===== config.mk =====
export PLATFORM = sky130hd
export DESIGN_NAME = masked_region_histogram
export DESIGN_NICKNAME = d
export VERILOG_FILES = /design/src/rtl/core/mrh_pkg.sv /design/src/rtl/core/mrh_ram.sv /design/src/rtl/core/mrh_bin_pipe.sv /design/src/rtl/core/mrh_frac_div.sv /design/src/rtl/core/masked_region_histogram.sv
export SDC_FILE = /design/constraint.sdc
export NUM_CORES = 2
export LEC_CHECK = 0
export BUFFER_PORTS_ARGS = -buffer_cell sky130_fd_sc_hd__buf_4
export CAP_MARGIN = 40
export CORE_MARGIN = 4
export CORE_UTILIZATION = 54
export CTS_CLUSTER_SIZE = 20
export DETAILED_ROUTE_END_ITERATION = 16
export HOLD_SLACK_MARGIN = 0.08
export MAX_ROUTING_LAYER = met4
export PLACE_DENSITY_LB_ADDON = 0.15
export SLEW_MARGIN = 20
export SYNTH_ARGS = -nofsm -noshare
export SYNTH_HDL_FRONTEND = slang
export SYNTH_SLANG_ARGS = --single-unit

===== constraint.sdc =====
create_clock -name clk -period 14.53 [get_ports clk]
set_clock_uncertainty 0.15 [all_clocks]
set_input_delay 2.906 -clock clk [delete_from_list [all_inputs] [get_ports clk]]
set_output_delay 2.906 -clock clk [all_outputs]
set_load 0.01 [all_outputs]

===== src/rtl/core/mrh_pkg.sv =====
// Shared constants, types and state codes for the masked region histogram.
package mrh_pkg;

  // Sizing
  localparam int MAX_BINS   = 64;
  localparam int COUNT_BITS = 21;
  localparam int LABEL_BITS = 16;

  // Fixed field widths
  localparam int VALUE_W     = 8;
  localparam int LABEL_W     = 16;
  localparam int NUM_BINS_W  = 7;
  localparam int RANGE_W     = 8;
  localparam int OUT_IDX_W   = 6;
  localparam int FRAC_BITS   = 16;
  localparam int FRAC_W      = FRAC_BITS + 1;
  localparam int CFG_IDX_W   = 2;
  localparam int CFG_DATA_W  = 16;

  // Derived widths
  localparam int BIN_BITS   = $clog2(MAX_BINS);
  localparam int NB_BITS    = $clog2(MAX_BINS + 1);
  localparam int REM_W      = VALUE_W + NB_BITS;
  localparam int LABEL_CMP  = (LABEL_BITS < LABEL_W) ? LABEL_BITS : LABEL_W;
  localparam int FRAC_STEPS = FRAC_W;
  localparam int STEP_W     = $clog2(FRAC_STEPS);

  localparam logic [COUNT_BITS-1:0] COUNT_MAX = '1;

  // Register reset values
  localparam logic [NUM_BINS_W-1:0] NUM_BINS_RST     = NUM_BINS_W'(25);
  localparam logic [RANGE_W-1:0]    RANGE_MAX_RST    = RANGE_W'(180);
  localparam logic [LABEL_W-1:0]    TARGET_LABEL_RST = LABEL_W'(1);

  // Register indexes
  localparam logic [CFG_IDX_W-1:0] CFG_NUM_BINS     = CFG_IDX_W'(0);
  localparam logic [CFG_IDX_W-1:0] CFG_RANGE_MAX    = CFG_IDX_W'(1);
  localparam logic [CFG_IDX_W-1:0] CFG_TARGET_LABEL = CFG_IDX_W'(2);

  // Item kinds
  localparam logic KIND_PIXEL  = 1'b0;
  localparam logic KIND_FINISH = 1'b1;

  typedef enum logic [2:0] {
    ST_PIX,
    ST_DRAIN,
    ST_RD,
    ST_LOAD,
    ST_DIV,
    ST_OUT,
    ST_CLR
  } state_t;

  // Bin update request from the binning pipeline
  typedef struct packed {
    logic                vld;
    logic [BIN_BITS-1:0] idx;
  } bin_req_t;

  // Fraction divider result
  typedef struct packed {
    logic              done;
    logic [FRAC_W-1:0] quot;
  } frac_res_t;

endpackage


===== src/rtl/core/mrh_ram.sv =====
// Generic simple dual-port RAM with registered read (read returns old data).
module mrh_ram #(
  parameter int WIDTH = 8,
  parameter int DEPTH = 16
) (
  input  logic                     clk,
  input  logic                     we,
  input  logic [$clog2(DEPTH)-1:0] waddr,
  input  logic [WIDTH-1:0]         wdata,
  input  logic [$clog2(DEPTH)-1:0] raddr,
  output logic [WIDTH-1:0]         rdata
);

  logic [WIDTH-1:0] mem [0:DEPTH-1];

  always_ff @(posedge clk) begin
    if (we) begin
      mem[waddr] <= wdata;
    end
    rdata <= mem[raddr];
  end

endmodule


===== src/rtl/core/mrh_bin_pipe.sv =====
// Pixel qualification, total counter and pipelined bin select.
module mrh_bin_pipe (
  input  logic                            clk,
  input  logic                            rst_n,
  input  logic                            pix_fire,
  input  logic [mrh_pkg::VALUE_W-1:0]     pixel_value,
  input  logic [mrh_pkg::LABEL_W-1:0]     pixel_label,
  input  logic [mrh_pkg::NB_BITS-1:0]     n_eff,
  input  logic [mrh_pkg::RANGE_W-1:0]     range_max,
  input  logic [mrh_pkg::LABEL_W-1:0]     target_label,
  input  logic                            total_clr,
  output mrh_pkg::bin_req_t               req,
  output logic                            busy,
  output logic [mrh_pkg::COUNT_BITS-1:0]  total
);

  logic                             vld_r [0:mrh_pkg::BIN_BITS];
  logic [mrh_pkg::REM_W-1:0]        rem_r [0:mrh_pkg::BIN_BITS];
  logic [mrh_pkg::BIN_BITS-1:0]     q_r   [0:mrh_pkg::BIN_BITS];
  logic [mrh_pkg::REM_W-1:0]        dvs   [0:mrh_pkg::BIN_BITS-1];
  logic                             ge    [0:mrh_pkg::BIN_BITS-1];
  logic [mrh_pkg::COUNT_BITS-1:0]   total_r;
  logic [mrh_pkg::COUNT_BITS-1:0]   total_nxt;
  logic                             take;
  logic [mrh_pkg::REM_W-1:0]        prod;
  logic [mrh_pkg::REM_W-1:0]        x;

  always_comb begin
    take = pix_fire
        && (pixel_label[mrh_pkg::LABEL_CMP-1:0] == target_label[mrh_pkg::LABEL_CMP-1:0])
        && (pixel_value <= range_max)
        && (total_r != mrh_pkg::COUNT_MAX);
    // bin = floor((v*n - 1) / r), value zero goes to bin 0
    prod = mrh_pkg::REM_W'(pixel_value) * mrh_pkg::REM_W'(n_eff);
    x    = (pixel_value == '0) ? '0 : prod - mrh_pkg::REM_W'(1);
    if (total_clr) begin
      total_nxt = '0;
    end else if (take) begin
      total_nxt = total_r + mrh_pkg::COUNT_BITS'(1);
    end else begin
      total_nxt = total_r;
    end
  end

  always_ff @(posedge clk) begin
    if (!rst_n) begin
      total_r <= '0;
      for (int k = 0; k <= mrh_pkg::BIN_BITS; k++) begin
        vld_r[k] <= 1'b0;
      end
    end else begin
      total_r  <= total_nxt;
      vld_r[0] <= take;
      for (int k = 0; k < mrh_pkg::BIN_BITS; k++) begin
        vld_r[k+1] <= vld_r[k];
      end
    end
  end

  // One quotient bit per stage, MSB first. Since v <= r, quotient < n.
  // Zero range only lets value 0 through, which stays in bin 0.
  always_comb begin
    for (int k = 0; k < mrh_pkg::BIN_BITS; k++) begin
      dvs[k] = mrh_pkg::REM_W'(range_max) << (mrh_pkg::BIN_BITS - 1 - k);
      ge[k]  = (range_max != '0) && (rem_r[k] >= dvs[k]);
    end
  end

  always_ff @(posedge clk) begin
    rem_r[0] <= x;
    q_r[0]   <= '0;
    for (int k = 0; k < mrh_pkg::BIN_BITS; k++) begin
      rem_r[k+1] <= ge[k] ? rem_r[k] - dvs[k] : rem_r[k];
      q_r[k+1]   <= q_r[k] | (ge[k] ? (mrh_pkg::BIN_BITS'(1) << (mrh_pkg::BIN_BITS - 1 - k))
                                    : '0);
    end
  end

  always_comb begin
    busy = 1'b0;
    for (int k = 0; k <= mrh_pkg::BIN_BITS; k++) begin
      busy = busy | vld_r[k];
    end
    req.vld = vld_r[mrh_pkg::BIN_BITS];
    req.idx = q_r[mrh_pkg::BIN_BITS];
    total   = total_r;
  end

endmodule


===== src/rtl/core/mrh_frac_div.sv =====
// Iterative restoring divider: floor(count * 2^16 / total), one bit per cycle.
module mrh_frac_div (
  input  logic                           clk,
  input  logic                           rst_n,
  input  logic                           start,
  input  logic [mrh_pkg::COUNT_BITS-1:0] dividend,
  input  logic [mrh_pkg::COUNT_BITS-1:0] divisor,
  output mrh_pkg::frac_res_t             res
);

  logic                           busy_r;
  logic                           done_r;
  logic [mrh_pkg::STEP_W-1:0]     cnt_r;
  logic [mrh_pkg::COUNT_BITS:0]   rem_r;
  logic [mrh_pkg::FRAC_W-1:0]     q_r;
  logic [mrh_pkg::COUNT_BITS:0]   dvs;
  logic                           ge;
  logic [mrh_pkg::COUNT_BITS:0]   rem_sub;

  always_comb begin
    dvs     = (mrh_pkg::COUNT_BITS + 1)'(divisor);
    ge      = rem_r >= dvs;
    rem_sub = ge ? rem_r - dvs : rem_r;
  end

  always_ff @(posedge clk) begin
    if (!rst_n) begin
      busy_r <= 1'b0;
      done_r <= 1'b0;
      cnt_r  <= '0;
    end else begin
      done_r <= 1'b0;
      if (start) begin
        busy_r <= 1'b1;
        cnt_r  <= '0;
      end else if (busy_r) begin
        cnt_r <= cnt_r + mrh_pkg::STEP_W'(1);
        if (cnt_r == mrh_pkg::STEP_W'(mrh_pkg::FRAC_STEPS - 1)) begin
          busy_r <= 1'b0;
          done_r <= 1'b1;
        end
      end
    end
  end

  // count <= total, so the remainder stays below the divisor
  always_ff @(posedge clk) begin
    if (start) begin
      rem_r <= (mrh_pkg::COUNT_BITS + 1)'(dividend);
      q_r   <= '0;
    end else if (busy_r) begin
      rem_r <= {rem_sub[mrh_pkg::COUNT_BITS-1:0], 1'b0};
      q_r   <= {q_r[mrh_pkg::FRAC_W-2:0], ge};
    end
  end

  assign res.done = done_r;
  assign res.quot = q_r;

endmodule


===== src/rtl/core/masked_region_histogram.sv =====
// Masked region histogram top level: config, bin store, result sequencer.
// Pixels: one accepted per cycle while in pixel mode; a counted pixel passes the
//   bin-select stages and the read-modify-write stage (with forwarding) before it reaches the bin store.
// Finish: drains the pipeline, then per bin in use reads and clears the entry and runs
//   one 17-step divide (skipped when nothing was counted), plus result stalls, then
//   clears the store entries beyond the bins in use.
// Reset (synchronous, rst_n low) clears control and the total; the whole store is
//   then swept to zero before the first pixel is taken.
module masked_region_histogram (
  input  logic                              clk,
  input  logic                              rst_n,
  // pixel / finish channel
  input  logic                              in_valid,
  output logic                              in_ready,
  input  logic                              in_kind,
  input  logic [mrh_pkg::VALUE_W-1:0]       in_pixel_value,
  input  logic [mrh_pkg::LABEL_W-1:0]       in_pixel_label,
  // result channel
  output logic                              out_valid,
  input  logic                              out_ready,
  output logic [mrh_pkg::OUT_IDX_W-1:0]     out_bin_index,
  output logic [mrh_pkg::FRAC_W-1:0]        out_fraction,
  output logic                              out_empty_res,
  output logic                              out_last,
  // config write channel
  input  logic                              cfg_valid,
  output logic                              cfg_ready,
  input  logic [mrh_pkg::CFG_IDX_W-1:0]     cfg_index,
  input  logic [mrh_pkg::CFG_DATA_W-1:0]    cfg_data
);

  // ---------------------------------------------------------------
  // Configuration registers, always writable
  // ---------------------------------------------------------------
  logic [mrh_pkg::NUM_BINS_W-1:0] num_bins_r;
  logic [mrh_pkg::RANGE_W-1:0]    range_max_r;
  logic [mrh_pkg::LABEL_W-1:0]    target_label_r;

  assign cfg_ready = 1'b1;

  always_ff @(posedge clk) begin
    if (!rst_n) begin
      num_bins_r     <= mrh_pkg::NUM_BINS_RST;
      range_max_r    <= mrh_pkg::RANGE_MAX_RST;
      target_label_r <= mrh_pkg::TARGET_LABEL_RST;
    end else if (cfg_valid && cfg_ready) begin
      case (cfg_index)
        mrh_pkg::CFG_NUM_BINS: begin
          num_bins_r <= cfg_data[mrh_pkg::NUM_BINS_W-1:0];
        end
        mrh_pkg::CFG_RANGE_MAX: begin
          range_max_r <= cfg_data[mrh_pkg::RANGE_W-1:0];
        end
        mrh_pkg::CFG_TARGET_LABEL: begin
          target_label_r <= cfg_data[mrh_pkg::LABEL_W-1:0];
        end
        default: begin
        end
      endcase
    end
  end

  // Bins in use: zero means one, saturate at MAX_BINS
  logic [mrh_pkg::NB_BITS-1:0] n_eff;

  always_comb begin
    if (num_bins_r == '0) begin
      n_eff = mrh_pkg::NB_BITS'(1);
    end else if (32'(num_bins_r) > mrh_pkg::MAX_BINS) begin
      n_eff = mrh_pkg::NB_BITS'(mrh_pkg::MAX_BINS);
    end else begin
      n_eff = mrh_pkg::NB_BITS'(num_bins_r);
    end
  end

  // ---------------------------------------------------------------
  // Declarations
  // ---------------------------------------------------------------
  mrh_pkg::state_t                 state_r, state_nxt;
  logic [mrh_pkg::NB_BITS-1:0]     idx_r, idx_nxt, idx_inc;
  logic [mrh_pkg::FRAC_W-1:0]      frac_r, frac_nxt;

  logic                            pix_fire;
  logic                            total_clr;
  logic                            pipe_busy;
  logic [mrh_pkg::COUNT_BITS-1:0]  total;
  mrh_pkg::bin_req_t               req;

  logic                            ram_we;
  logic [mrh_pkg::BIN_BITS-1:0]    ram_waddr;
  logic [mrh_pkg::COUNT_BITS-1:0]  ram_wdata;
  logic [mrh_pkg::BIN_BITS-1:0]    ram_raddr;
  logic [mrh_pkg::COUNT_BITS-1:0]  ram_rdata;

  logic                            rmw_vld_r;
  logic [mrh_pkg::BIN_BITS-1:0]    rmw_idx_r;
  logic                            wr_vld_r;
  logic [mrh_pkg::BIN_BITS-1:0]    wr_idx_r;
  logic [mrh_pkg::COUNT_BITS-1:0]  wr_data_r;
  logic [mrh_pkg::COUNT_BITS-1:0]  cnt_base, cnt_inc;

  logic                            div_start;
  mrh_pkg::frac_res_t              div_res;

  logic                            out_load;
  logic                            out_free;
  logic                            out_valid_r;
  logic [mrh_pkg::OUT_IDX_W-1:0]   out_bin_index_r;
  logic [mrh_pkg::FRAC_W-1:0]      out_fraction_r;
  logic                            out_empty_res_r;
  logic                            out_last_r;

  // ---------------------------------------------------------------
  // Binning pipeline (label match, range check, total, bin divide)
  // ---------------------------------------------------------------
  assign in_ready = (state_r == mrh_pkg::ST_PIX);
  assign pix_fire = in_valid && in_ready && (in_kind == mrh_pkg::KIND_PIXEL);

  mrh_bin_pipe u_bin_pipe (
    .clk          (clk),
    .rst_n        (rst_n),
    .pix_fire     (pix_fire),
    .pixel_value  (in_pixel_value),
    .pixel_label  (in_pixel_label),
    .n_eff        (n_eff),
    .range_max    (range_max_r),
    .target_label (target_label_r),
    .total_clr    (total_clr),
    .req          (req),
    .busy         (pipe_busy),
    .total        (total)
  );

  // ---------------------------------------------------------------
  // Bin count store
  // ---------------------------------------------------------------
  mrh_ram #(
    .WIDTH (mrh_pkg::COUNT_BITS),
    .DEPTH (mrh_pkg::MAX_BINS)
  ) u_bin_ram (
    .clk   (clk),
    .we    (ram_we),
    .waddr (ram_waddr),
    .wdata (ram_wdata),
    .raddr (ram_raddr),
    .rdata (ram_rdata)
  );

  // Read-modify-write: read issued when the request leaves the pipeline,
  // increment and write in the next cycle. The RAM returns old data on a
  // same-cycle write, so a back-to-back hit on the same bin takes the
  // value written in the previous cycle.
  always_ff @(posedge clk) begin
    if (!rst_n) begin
      rmw_vld_r <= 1'b0;
      wr_vld_r  <= 1'b0;
    end else begin
      rmw_vld_r <= req.vld;
      wr_vld_r  <= rmw_vld_r;
    end
  end

  always_ff @(posedge clk) begin
    rmw_idx_r <= req.idx;
    if (rmw_vld_r) begin
      wr_idx_r  <= rmw_idx_r;
      wr_data_r <= cnt_inc;
    end
  end

  always_comb begin
    cnt_base = (wr_vld_r && (wr_idx_r == rmw_idx_r)) ? wr_data_r : ram_rdata;
    cnt_inc  = cnt_base + mrh_pkg::COUNT_BITS'(1);
  end

  // ---------------------------------------------------------------
  // Fraction divider
  // ---------------------------------------------------------------
  mrh_frac_div u_frac_div (
    .clk      (clk),
    .rst_n    (rst_n),
    .start    (div_start),
    .dividend (ram_rdata),
    .divisor  (total),
    .res      (div_res)
  );

  // ---------------------------------------------------------------
  // Sequencer: post-reset sweep, pixel mode, finish walk
  // ---------------------------------------------------------------
  always_ff @(posedge clk) begin
    if (!rst_n) begin
      state_r <= mrh_pkg::ST_CLR;
      idx_r   <= '0;
    end else begin
      state_r <= state_nxt;
      idx_r   <= idx_nxt;
    end
  end

  always_ff @(posedge clk) begin
    frac_r <= frac_nxt;
  end

  assign idx_inc  = idx_r + mrh_pkg::NB_BITS'(1);
  assign out_free = !out_valid_r || out_ready;

  always_comb begin
    state_nxt = state_r;
    idx_nxt   = idx_r;
    frac_nxt  = frac_r;
    total_clr = 1'b0;
    div_start = 1'b0;
    out_load  = 1'b0;
    // pixel path owns the RAM unless the walk overrides
    ram_raddr = req.idx;
    ram_we    = rmw_vld_r;
    ram_waddr = rmw_idx_r;
    ram_wdata = cnt_inc;

    case (state_r)
      mrh_pkg::ST_PIX: begin
        if (in_valid && in_ready && (in_kind == mrh_pkg::KIND_FINISH)) begin
          state_nxt = mrh_pkg::ST_DRAIN;
        end
      end

      mrh_pkg::ST_DRAIN: begin
        // wait for all in-flight pixel updates to land
        if (!pipe_busy && !rmw_vld_r) begin
          state_nxt = mrh_pkg::ST_RD;
          idx_nxt   = '0;
        end
      end

      mrh_pkg::ST_RD: begin
        ram_raddr = idx_r[mrh_pkg::BIN_BITS-1:0];
        state_nxt = mrh_pkg::ST_LOAD;
      end

      mrh_pkg::ST_LOAD: begin
        // count is on the read port; clear the entry behind it
        ram_we    = 1'b1;
        ram_waddr = idx_r[mrh_pkg::BIN_BITS-1:0];
        ram_wdata = '0;
        if (total == '0) begin
          frac_nxt  = '0;
          state_nxt = mrh_pkg::ST_OUT;
        end else begin
          div_start = 1'b1;
          state_nxt = mrh_pkg::ST_DIV;
        end
      end

      mrh_pkg::ST_DIV: begin
        if (div_res.done) begin
          frac_nxt  = div_res.quot;
          state_nxt = mrh_pkg::ST_OUT;
        end
      end

      mrh_pkg::ST_OUT: begin
        if (out_free) begin
          out_load = 1'b1;
          idx_nxt  = idx_inc;
          if (idx_inc < n_eff) begin
            state_nxt = mrh_pkg::ST_RD;
          end else if (32'(idx_inc) < mrh_pkg::MAX_BINS) begin
            state_nxt = mrh_pkg::ST_CLR;
          end else begin
            state_nxt = mrh_pkg::ST_PIX;
            total_clr = 1'b1;
          end
        end
      end

      mrh_pkg::ST_CLR: begin
        // zero bins beyond those reported (whole store after reset)
        ram_we    = 1'b1;
        ram_waddr = idx_r[mrh_pkg::BIN_BITS-1:0];
        ram_wdata = '0;
        idx_nxt   = idx_inc;
        if (idx_r == mrh_pkg::NB_BITS'(mrh_pkg::MAX_BINS - 1)) begin
          state_nxt = mrh_pkg::ST_PIX;
          total_clr = 1'b1;
        end
      end

      default: begin
        state_nxt = mrh_pkg::ST_CLR;
        idx_nxt   = '0;
      end
    endcase
  end

  // ---------------------------------------------------------------
  // Result register
  // ---------------------------------------------------------------
  always_ff @(posedge clk) begin
    if (!rst_n) begin
      out_valid_r <= 1'b0;
    end else if (out_load) begin
      out_valid_r <= 1'b1;
    end else if (out_ready) begin
      out_valid_r <= 1'b0;
    end
  end

  always_ff @(posedge clk) begin
    if (out_load) begin
      out_bin_index_r <= mrh_pkg::OUT_IDX_W'(idx_r);
      out_fraction_r  <= frac_r;
      out_empty_res_r <= (total == '0);
      out_last_r      <= (idx_inc == n_eff);
    end
  end

  assign out_valid     = out_valid_r;
  assign out_bin_index = out_bin_index_r;
  assign out_fraction  = out_fraction_r;
  assign out_empty_res = out_empty_res_r;
  assign out_last      = out_last_r;

endmodule


**After elaboration in Yosys (flattened, before gate mapping)**

Memories as Yosys holds them, arrays and structs flattened. A register that Yosys moved wholly into a read port is not among the register bits.
Cells that the tools add are included.

- Flip-flop bits (word level): 186
- Latch bits: 0
- Bits in writable memories: 1,498
- Bits in read-only memories: 0
- Output and inout bits: 28
- Logic and storage cells: 196
- Memories: 4

Memory list:

| name | words | width | rd ports | clocked after Yosys merged registers in | wr ports | RTL line | RTL |
|---|---|---|---|---|---|---|---|
| u_bin_ram.mem | 64 | 21 | 1 | 1 | 1 | mrh_ram.sv:14 | `logic [WIDTH-1:0] mem [0:DEPTH-1];` |
| u_bin_pipe.rem_r | 7 | 15 | 6 | 0 | 7 | mrh_bin_pipe.sv:18 | `logic [mrh_pkg::REM_W-1:0] rem_r [0:mrh_pkg::BIN_BITS];` |
| u_bin_pipe.q_r | 7 | 6 | 7 | 0 | 7 | mrh_bin_pipe.sv:19 | `logic [mrh_pkg::BIN_BITS-1:0] q_r [0:mrh_pkg::BIN_BITS];` |
| u_bin_pipe.vld_r | 7 | 1 | 7 | 0 | 7 | mrh_bin_pipe.sv:17 | `logic vld_r [0:mrh_pkg::BIN_BITS];` |

- Add/sub/neg operators: 12
- Multiply operators: 1
- Divide/modulo/power cells: 0
- Magnitude comparators: 11
- Equal/unequal tests: 20
- Shifts and indexed selects: 0
- Multiplexer cells: 64
- Bitwise logic cells: 23
- Reductions and logical operators: 38

Operators by type and width:

| cell | number |
|---|---|
| 15-bit 2-to-1 mux | 7 |
| 21-bit 2-to-1 mux | 5 |
| 21-bit by 1-bit adder with 21-bit output (second input constant) | 2 |
| 6-bit bitwise OR | 6 |
| 17-bit 2-to-1 mux | 2 |
| 17-bit case mux with 2 select lines | 1 |
| 1-bit 2-to-1 mux | 28 |
| 7-bit 2-to-1 mux | 4 |
| 7-bit case mux with 4 select lines | 1 |
| 3-bit 2-to-1 mux | 8 |
| 22-bit by 21-bit >= comparator with 1-bit output | 1 |
| 21-bit zero test | 1 |
| 21-bit inequality test (second input constant) | 1 |
| 3-bit case mux with 7 select lines | 1 |
| 21-bit subtractor | 1 |
| 6-bit 2-to-1 mux | 3 |
| 16-bit equality test | 1 |
| 15-bit by 10-bit >= comparator with 1-bit output | 1 |
| 15-bit by 11-bit >= comparator with 1-bit output | 1 |
| 15-bit by 12-bit >= comparator with 1-bit output | 1 |
| 15-bit by 13-bit >= comparator with 1-bit output | 1 |
| 15-bit by 8-bit >= comparator with 1-bit output | 1 |
| 15-bit by 9-bit >= comparator with 1-bit output | 1 |
| 8-bit by 7-bit multiplier with 15-bit output | 1 |
| other kinds (45) | 89 |

**Longest topological paths before layout**

An unclocked memory read counts as a cell.

- Word-level depth: 11
- Gate-level depth with buffers: 19

**Modules after synthesis**

Synthesis repeated with hierarchy kept, for this count alone.

- Cells, all modules: 4,049
- Area, all modules: 69,447.9 um2

Modules (own cells, without submodules):

| module | times used | cells each | area an instance (um2) | seq. area each (um2) |
|---|---|---|---|---|
| mrh_ram | 1 | 2,190 | 51,717.1 | 40,779.1 |
| mrh_bin_pipe | 1 | 945 | 8,797.2 | 2,782.7 |
| masked_region_histogram | 1 | 540 | 5,686.7 | 3,072.9 |
| mrh_frac_div | 1 | 374 | 3,246.9 | 1,131.1 |

**Least setup slack after synthesis**

Ideal clock, no wire load.

- Path kind: input-to-reg
- Start point: in in_pixel_value[6] (netlist bit)
- End point: mem u_bin_pipe.rem_r[0][14] (netlist bit)
- Setup time: 128 ps
- Data arrival time: 6,551 ps
- Setup slack: 7,702 ps
- Cell stages on the path: 17
- Path through: and2_1 fa_1 inv_1 fa_1 inv_1 fa_1 inv_1 fa_1 inv_1 ha_1 or3_1 o21ai_0 a21oi_1 a31oi_1 o21ai_0 xnor2_1 nor2_1

RTL lines:

| item | RTL line | RTL |
|---|---|---|
| from (decl) | masked_region_histogram.sv:16 | `input logic [mrh_pkg::VALUE_W-1:0] in_pixel_value,` |
| to (decl) | mrh_bin_pipe.sv:18 |  |

==> results.json <==
{
  "final_util": 0.618,
  "syn_area_per_cell_um2": 17.0,
  "num_vias": 36537,
  "final_common_cell": "edfxtp_1",
  "clock-root-buffer": "clkbuf_16",
  "clk_latency_ps": 790,
  "htreeDepth": 4,
  "clock.fmax_mhz": 154,
  "grt_setup_unrepaired": "no",
  "rows": 130,
  "p_per_area_nw_per_um2": 214,
  "synth_warnings": 0,
  "postRouteAntennaNets": 0,
  "status": "complete, no violations",
  "hpwl_mm": 95.6,
  "drtIter0Drc": 3730,
  "clkSlewWorstSetupHoldPaths_ps": 60,
  "period_needed_ps": 6470,
  "drt-total-wl_mm": 161,
  "drive_gt1_frac": 0.210,
  "path_cells": "buf_4 > inv_1 > nor2_1 > fa_1 > fa_1 > fa_1 > inv_1 > fa_1 > inv_1 > ha_1 > o21ai_0 > a21boi_0 > o21ai_0 > a21oi_1 > a31oi_1 > o21ai_0 > xnor2_1 > nor2_1",
  "holdWs_ps": 171,
  "cts_tree": "done",
  "synth_seq_cells": 1669,
  "clk_path_buf_depth": 3,
  "final_cell_mix": "edfxtp_1, mux4_2, dfxtp_1",
  "cap_violations": 0,
  "synth_edf_count": 1434,
  "first_pass_iters": 7,
  "hold_buffers": 0,
  "synth_cell_type_count": 68,
  "place_inst": 5713,
  "critPathMaxFanout": 5,
  "wire_per_inst_um": 26.7,
  "cpPeakStageDelay_ps": 550,
  "core_um2": 126000,
  "ios": 76,
  "finalHoldViolCount": 0,
  "final_cell_count_no_fill": 6032,
  "crit_cells": 18,
  "cts.sinks": 1669,
  "grt.overflow.total": 0,
  "startpoint_type": "input port",
  "cts_setup_buffers": 0,
  "vdd_drop_max_mv": 0.191,
  "cts_resized": 0,
  "endpoint_kind": "flip-flop",
  "post-route-period-util": 0.446,
  "yosysSeqAreaShare": 0.694,
  "worstMarginPinSlew_ps": 939,
  "crit_arrival_ps": 7000,
  "critical_path_class": "input port to flip-flop",
  "p_leak_nw": 25.9,
  "syn_nets": 4254,
  "min_path_cells": 0,
  "viasPerCell": 6.06,
  "synth_area_um2": 68800,
  "synthFlopType": "edfxtp_1",
  "setup_viol": 0,
  "grt_max_degree": 117,
  "fillCellCount": 9050,
  "place_congestion": 0.807,
  "die_w_um": 365,
  "nets": 4455,
  "hold_class": "flip-flop to flip-flop",
  "dieArea_um2": 133000,
  "worstPathRequired_ps": 15050,
  "antenna_found_initial": 2,
  "relSlewSlack": 0.371,
  "grt_pass1_vias": 36141,
  "initial_utilization": 0.546,
  "crit_slowest_cell": "fa_1",
  "slew_viol_final": 0,
  "crit_buf_inv": 4,
  "syn2layout_area_growth_pct": 13.1,
  "fin_setup_tns_ps": 0,
  "cts_made_buffers": 166,
  "drcViolationCount": 0,
  "crit_top_cell": "fa_1",
  "ys_async_sr_fraction": 0,
  "cpLargestDelayFamily": "adder cells",
  "grt_pass1_wl_mm": 239,
  "grt_usage": 0.253,
  "postSynthCellCount": 4040,
  "rr_worst_depth": 11,
  "total_power_mw": 16.6,
  "portBuffers": 74,
  "die_y_um": 365
}
[report_power, final]
group          leakage [nW]  internal (mW)  total [mW]  switching [mW]
combinational          8.14           1.93        5.51            3.58
clock                  2.62           2.45        4.23            1.78
sequential             15.1           6.63        6.88           0.251
[flip-flops by register name (all words and copies together), names as in the netlist, 8 cells and up]
register and count:
frac_r 17, target_label_r 16, out_fraction 17, range_max_r 8, u_frac_div.rem_r 22, u_bin_pipe.rem_r 90, u_bin_pipe.total 21, wr_data_r 21
u_bin_ram.mem 1344, u_frac_div.q_r 17, u_bin_pipe.q_r 21, u_bin_ram.rdata 21
[metal layers]
metal / up-vias / global-route usage / wire [um] / share of wire
met4: 0 / 0.0770 / 4350 / 0.027
li1: 16171 / - / - / -
met5: - / - / 0 / 0
met1: 18776 / 0.354 / 69100 / 0.43
met3: 239 / 0.0482 / 12400 / 0.077
met2: 1351 / 0.384 / 75100 / 0.47
[worst register-to-register path, delay by kind of cell, from the launching register on]
family	cells	cell delay, ps
and+or+nand+nor	2	1210
DFF	1	560
muxes	3	1390
buffers and inverters	5	2250
AOI/OAI and AO/OA	1	260
[per-stage QoR]
| stage | cell area, um2 | worst slack [ps] |
|---|---|---|
| 6_report | 77900 | 8060 |
| 5_1_grt | 77800 | 7740 |
| 4_1_cts | 77600 | 8130 |
| 3_5_place_dp | 72200 | 7300 |
| 3_3_place_gp | 71900 | 7290 |
| 2_1_floorplan | 68800 | 7700 |
[final timing paths]
check / startpoint / end / slack, ps
worst max-delay path: in_pixel_value[0] / u_bin_pipe.rem_r[0][14] / 8060
worst min-delay path: u_bin_pipe.q_r[2][4] / u_bin_pipe.q_r[3][4] / 170
worst max register to register: state_r[1] / u_bin_ram.rdata[19] / 8570
worst min register to register: u_bin_pipe.q_r[2][4] / u_bin_pipe.q_r[3][4] / 170
[cell type report]
type	count	area (um2)	area share
Antenna cell	5	12.5	0.000161
Clock buffer	211	4460	0.0573
Clock inverter	93	910	0.0117
Inverter	144	541	0.00694
Multi-Input combinational cell	2048	20100	0.258
Sequential cell	1669	47800	0.614
Tap cell	1650	2060	0.0265
Timing Repair Buffer	212	1980	0.0254
[cells in the mapped netlist, types with 68 or more instances]
cell,count,share of area
edfxtp_1,1434,0.63
mux4_2,336,0.11
nor2_1,248,0.014
dfxtp_1,235,0.068
mux2i_1,221,0.032
nand2_1,167,0.0091
inv_1,143,0.0078
ha_1,126,0.023
clkbuf_1,117,0.0064
a21oi_1,101,0.0073
o22ai_1,86,0.0078
xnor2_1,81,0.010
o21ai_0,80,0.0058
and2_1,68,0.0062
[logic make-up after synthesis]
kind of cell | Yosys count | share of synthesized area
DFF | 1669 | 0.694
and+or+nand+nor | 790 | 0.0566
muxes | 583 | 0.146
AOI/OAI and AO/OA | 375 | 0.0330
buffers and inverters | 323 | 0.0185
adders and majority gates | 166 | 0.0345
xor gates and xnor gates | 133 | 0.0169
other | 1 | 0.0000545
Note: power is estimated with default switching activity, not from simulation.
